[src/design/cht_pkg.sv]
package cht_pkg;

  localparam int unsigned TableDepthDefault = 1024;

  localparam int unsigned RegCount = 8;
  localparam int unsigned RegIdxW  = 3;

  // Configuration register indexes
  localparam logic [RegIdxW-1:0] RegModulus = 3'd0;
  localparam logic [RegIdxW-1:0] RegQuad1   = 3'd1;
  localparam logic [RegIdxW-1:0] RegLin1    = 3'd2;
  localparam logic [RegIdxW-1:0] RegOff1    = 3'd3;
  localparam logic [RegIdxW-1:0] RegQuad2   = 3'd4;
  localparam logic [RegIdxW-1:0] RegLin2    = 3'd5;
  localparam logic [RegIdxW-1:0] RegOff2    = 3'd6;
  localparam logic [RegIdxW-1:0] RegKicks   = 3'd7;

  // Commands
  localparam logic [1:0] CmdLookup = 2'd0;
  localparam logic [1:0] CmdInsert = 2'd1;
  localparam logic [1:0] CmdDelete = 2'd2;
  localparam logic [1:0] CmdUnused = 2'd3;

  localparam logic [15:0] ModulusReset = 16'd1031;
  localparam logic [12:0] KicksReset   = 13'd2048;

  // Hash coefficients for one table
  typedef struct packed {
    logic [15:0] quad;
    logic [15:0] lin;
    logic [15:0] off;
  } coeff_t;

endpackage

[src/design/cht_hash.sv]
// Sequential hash unit: shift-subtract modulo over one shared adder, with a
// 16x16 multiplier used once per step. Computes ((q*k*k + l*k + o) mod p) for
// k = key mod p, then folds the result into the table range: the low index
// bits for a power-of-two depth, one more reduction pass otherwise.
module cht_hash
  import cht_pkg::*;
#(
  parameter int unsigned IdxW  = 10,
  parameter int unsigned Depth = TableDepthDefault
) (
  input  logic            clk,
  input  logic            rst,
  input  logic            start,
  input  logic [31:0]     key,
  input  logic [15:0]     modulus,
  input  coeff_t          coeff,
  output logic            done,
  output logic [IdxW-1:0] slot
);

  localparam bit          DepthPow2 = (Depth & (Depth - 1)) == 0;
  localparam logic [16:0] DepthVal  = 17'(Depth);

  typedef enum logic [2:0] {
    S_IDLE, S_RED, S_MUL, S_RED2, S_FIN
  } state_t;

  state_t      state;
  logic [48:0] rem;     // value under reduction
  logic [5:0]  bitpos;  // shift position of the divisor
  logic [15:0] kmod;
  logic [15:0] acc;
  logic [1:0]  phase;   // which Horner step
  logic        by_depth;
  logic [16:0] divisor;
  logic [48:0] sub;
  logic [48:0] shifted;
  logic [31:0] prod;

  assign divisor = by_depth ? DepthVal : {1'b0, modulus};
  assign shifted = {32'd0, divisor} << bitpos;
  assign sub     = rem - shifted;
  assign prod    = acc * ((phase == 2'd0) ? coeff.quad : kmod);

  // Sequence Horner steps, each followed by a bit-serial reduction
  always_ff @(posedge clk) begin
    if (rst) begin
      state    <= S_IDLE;
      done     <= 1'b0;
      by_depth <= 1'b0;
    end else begin
      unique case (state)
        S_IDLE: begin
          done <= start && (modulus == 16'd0);
          if (start) begin
            if (modulus == 16'd0) begin
              slot  <= '0;
            end else begin
              rem      <= {17'd0, key};
              bitpos   <= 6'd32;
              phase    <= 2'd0;
              by_depth <= 1'b0;
              state    <= S_RED;
            end
          end
        end
        S_RED, S_RED2: begin
          done <= 1'b0;
          if (sub <= rem) begin
            rem <= sub;
          end
          if (bitpos == 6'd0) begin
            state <= S_MUL;
          end else begin
            bitpos <= bitpos - 6'd1;
          end
        end
        S_MUL: begin
          // rem now holds a value below the divisor
          unique case (phase)
            2'd0: begin
              done  <= 1'b0;
              kmod  <= rem[15:0];
              acc   <= 16'd1;
              phase <= 2'd1;
              // reduce quad before it meets k
              rem   <= {33'd0, coeff.quad};
              bitpos<= 6'd16;
              state <= S_RED;
            end
            2'd1: begin
              // t = (q mod p)*k + l
              done   <= 1'b0;
              acc    <= rem[15:0];
              phase  <= 2'd2;
              state  <= S_FIN;
            end
            2'd2: begin
              done   <= 1'b0;
              acc    <= rem[15:0];
              phase  <= 2'd3;
              state  <= S_FIN;
            end
            default: begin
              if (DepthPow2 || by_depth) begin
                slot     <= rem[IdxW-1:0];
                done     <= 1'b1;
                by_depth <= 1'b0;
                state    <= S_IDLE;
              end else begin
                // fold the residue into the table range
                done     <= 1'b0;
                by_depth <= 1'b1;
                bitpos   <= 6'd16;
                state    <= S_RED;
              end
            end
          endcase
        end
        S_FIN: begin
          // rem = acc*k + term, then reduce
          done   <= 1'b0;
          rem    <= {17'd0, prod} + {33'd0, (phase == 2'd2) ? coeff.lin : coeff.off};
          bitpos <= 6'd33;
          state  <= S_RED2;
        end
        default: begin
          done  <= 1'b0;
          state <= S_IDLE;
        end
      endcase
    end
  end

endmodule

[config.mk]
export PLATFORM = sky130hd
export DESIGN_NAME = cht_hash
export DESIGN_NICKNAME = d
export VERILOG_FILES = /design/src/design/cht_pkg.sv /design/src/design/cht_hash.sv
export SDC_FILE = /design/constraint.sdc
export NUM_CORES = 1
export LEC_CHECK = 0
export ABC_AREA = 1
export BUFFER_PORTS_ARGS = -buffer_cell sky130_fd_sc_hd__buf_2
export CORE_ASPECT_RATIO = 0.6
export CORE_MARGIN = 2
export CORE_UTILIZATION = 25
export DETAILED_ROUTE_END_ITERATION = 10
export HOLD_SLACK_MARGIN = 0.06
export PLACE_DENSITY = 0.39
export SETUP_SLACK_MARGIN = 0.15
export SLEW_MARGIN = 20
export SYNTH_ARGS = -nofsm -noshare
export SYNTH_HDL_FRONTEND = slang
export SYNTH_SLANG_ARGS = --single-unit
[constraint.sdc]
create_clock -name clk -period 7.2 [get_ports clk]
set_input_delay 0.36 -clock clk [delete_from_list [all_inputs] [get_ports clk]]
set_output_delay 0.36 -clock clk [all_outputs]
set_load 0.01 [all_outputs]
==> flow_metrics.py <==
metrics = {
    "run_status": {
        "status": "finished, final reports clean",
    },
    "sta": {
        "hold_ws_ps": 269,
        "setup_viol": 0,
        "grt_setup_unrepaired": "yes",
        "max_freq_mhz": 146,
        "slew_viol_final": 0,
        "fin_worst_skew_ps": 27.4,
        "tightest_slew_ps": 1080,
        "period_minus_slack_ps": 6830,
        "hold_viol_final": 0,
        "setup_tns_ps": 0,
        "slew-limit-headroom_pct": 27.9,
        "fin_ws_ps": 373,
        "period_share_pct": 94.8,
    },
    "synthesis": {
        "synth_compound_area_share_pct": 9.26,
        "ys_seq_area_share_pct": 14.9,
        "synth-adder-area-share_pct": 34.0,
        "syn_nets": 3431,
        "synth.largest_area_cell": "fa_1",
        "yosys_warnings": 0,
        "syn_area_um2": 20400,
        "synth_xor_area_share_pct": 1.01,
        "syn_area_per_cell_um2": 7.03,
        "synth_most_common_cell": "nand2_1",
        "synth_top_area_share_pct": 20.8,
        "synth_seq_cells": 103,
        "synthMuxAreaShare_pct": 0.900,
        "yosys.area_share.simple_pct": 27.8,
        "synth_area_leaders": "fa_1 21%, edfxtp_1 15%, ha_1 13%",
        "yosysUniqueCellTypes": 50,
        "synth_edf_count": 99,
        "async_flop_share_pct": 0,
        "synth_flop_cell": "edfxtp_1",
        "synth_commonest_cells": "711 x nand2_1, 557 x inv_1, 342 x nor2_1, 216 x ha_1, 212 x fa_1",
        "synth_top_family_by_area": "adder cells",
        "syn_inst": 2904,
    },
    "grt": {
        "antenna_found_initial": 4,
        "grt_overflow": 0,
        "grt_pass1_vias": 19000,
        "grt_max_degree": 40,
        "grt_pass1_wl_um": 130000,
        "track_usage_pct": 21.4,
    },
    "setup_path": {
        "reg2reg_depth": 28,
        "required_ps": 7330,
        "regToRegSetupSlack_ps": 370,
        "r2r_start": "phase[0]",
        "crit_start": "phase[0]",
        "critical_path.max_fanout": 9,
        "r2r-end": "rem[25]",
        "max_stage_delay_ps": 580,
        "arrival_ps": 6960,
        "crit_path_start_kind": "flop",
        "end_kind": "flop",
        "path_buf_inv": 8,
        "cp_slowest_cell": "fa_1",
        "cpLargestDelayFamily": "adder cells",
        "crit_type": "reg -> reg",
        "cp_common_cell": "fa_1",
    },
    "die": {
        "io_pins": 110,
        "rows": 81,
        "core_area_um2": 81200,
        "initial_utilization_pct": 25.2,
        "dieWidth_um": 373,
        "fp.dieH_um": 225,
        "die_area_um2": 84100,
    },
    "clocking": {
        "root_buffer": "clkbuf_16",
        "insertion_delay_ps": 400,
        "cts_sinks": 103,
        "clockBufferDepth": 2,
        "cts_buffers": 9,
        "clkTransAtPathRegs_ps": 90,
        "htreeDepth": 3,
        "cts_tree": "done",
        "cts_hold_buffers": 0,
    },
    "finish": {
        "seqCellArea_um2": 3050,
        "multi_input_area_um2": 15100,
        "syn2layout_area_growth_pct": 14.9,
        "drive_above_1_share_pct": 11.9,
        "diodes": 0,
        "fill_cells": 9067,
        "final_nets": 3605,
    },
    "placed_design": {
        "dp_worst_setup_slack_ps": 147,
        "io_buffers": 109,
        "gp_congestion": 0.973,
        "dp.final_hpwl_um": 79000,
    },
    "hold_path": {
        "worst_hold_path_type": "in -> reg",
        "hold_start": "rst",
        "min_to": "state[1]",
        "hold_depth": 2,
    },
    "drt": {
        "drtAntennaViolNets": 0,
        "viasPerCell": 4.74,
        "drt_iter0_drc": 2076,
        "num_vias": 19700,
        "dr.pass1.iters": 6,
        "wl_um": 90100,
        "wl_per_cell_um": 21.7,
        "route.detailed.drc": 0,
    },
    "power_and_ir_drop": {
        "fin_total_pwr_mw": 12.1,
        "power-per-cell-area_nw_per_um2": 515,
        "peakVddDrop_mv": 0.674,
        "leakage_nw": 11.7,
    },
    "run": {
        "maxCapViolCount": 0,
    },
}
## cells in the final DEF, fill, tap and decap left out, types with 8 or more instances in the layout
master / synthesis / routed
nand2_1: 711 / 708
inv_1: 557 / 549
nor2_1: 342 / 329
ha_1: 216 / 214
fa_1: 212 / 210
nand3_1: 146 / 144
a21oi_1: 135 / 129
buf_4: 2 / 113
buf_2: 17 / 109
o21ai_0: 113 / 101
edfxtp_1: 99 / 99
nand4_1: 45 / 45
o21ai_1: 26 / 37
nand2_2: 18 / 21
or2_2: 17 / 17
nand3b_1: 17 / 17
and2_1: 17 / 17
inv_2: 8 / 16
nor2_2: 5 / 16
mux2i_1: 15 / 15
xor2_1: 14 / 14
nor3_1: 17 / 13
o21bai_1: 11 / 11
clkbuf_16: 0 / 10
o21ai_2: 12 / 9
a21o_1: 9 / 9
o22ai_1: 8 / 8
o2111ai_1: 8 / 8
## flip-flops by register name, summed over array words and instances, names as in the netlist
register and cells:
phase 2, done 1, slot 10, kmod 16, rem 49, state 3
bitpos 6, acc 16
## power breakdown
part / leakage (nW) / total (mW) / switching [mW] / internal (mW)
Clock: 0.136 / 0.537 / 0.295 / 0.242
Combinational: 10.6 / 10.7 / 7.08 / 3.60
Sequential: 0.967 / 0.868 / 0.0830 / 0.785
## worst max-delay path by stage
stage | cells past startpoint | to
floorplan | 29 | rem[0]
global placement | 28 | rem[22]
detailed placement | 28 | rem[22]
CTS | 26 | rem[21]
global route | 28 | rem[22]
finish | 28 | rem[25]
## area by class of cell
class	count	area share, %
Clock buffer	10	0.976
Clock inverter	6	0.224
Inverter	574	9.21
Multi-Input combinational cell	2160	64.3
Sequential cell	103	13.0
Tap cell	1079	5.75
Timing Repair Buffer	230	6.49
## metal layers
layer  part of all wire, %  GRT usage, %  wire length, um
met2                    30          23.1            27100
met1                    56          36.7            50300
met3                    14          8.94            12300
met5                  0.11         0.743               99
met4                  0.34          1.21              310
## what timing repair did
action	4_1_cts	5_1_grt
gates cloned	0	1
pin swaps	0	3
endpoints found under the hold margin	0	0
setup buffers	0	9
resized for setup	2	54
setup endpoints to repair	3	34
## per-stage QoR
stage / utilization (%) / cell area [um^2] / cells
2_1_floorplan: - / 20400 / 2904
3_3_place_gp: 28.2 / 22900 / 4136
3_5_place_dp: 28.2 / 22900 / 4136
4_1_cts: 28.6 / 23200 / 4152
5_1_grt: 28.9 / 23500 / 4162
6_report: 28.9 / 23500 / 4162
## logic make-up (layout without fill, tap and decap cells)
logic type / after synthesis / in the layout
AO/OA/AOI/OAI: 341 / 341
multiplexers: 18 / 18
AND/OR/NAND/NOR: 1352 / 1352
XOR/XNOR: 21 / 21
buffers and inverters: 641 / 820
adder cells (fa/ha/maj): 428 / 428
flip-flops: 103 / 103
No activity file was read; power rests on OpenSTA's default activity.
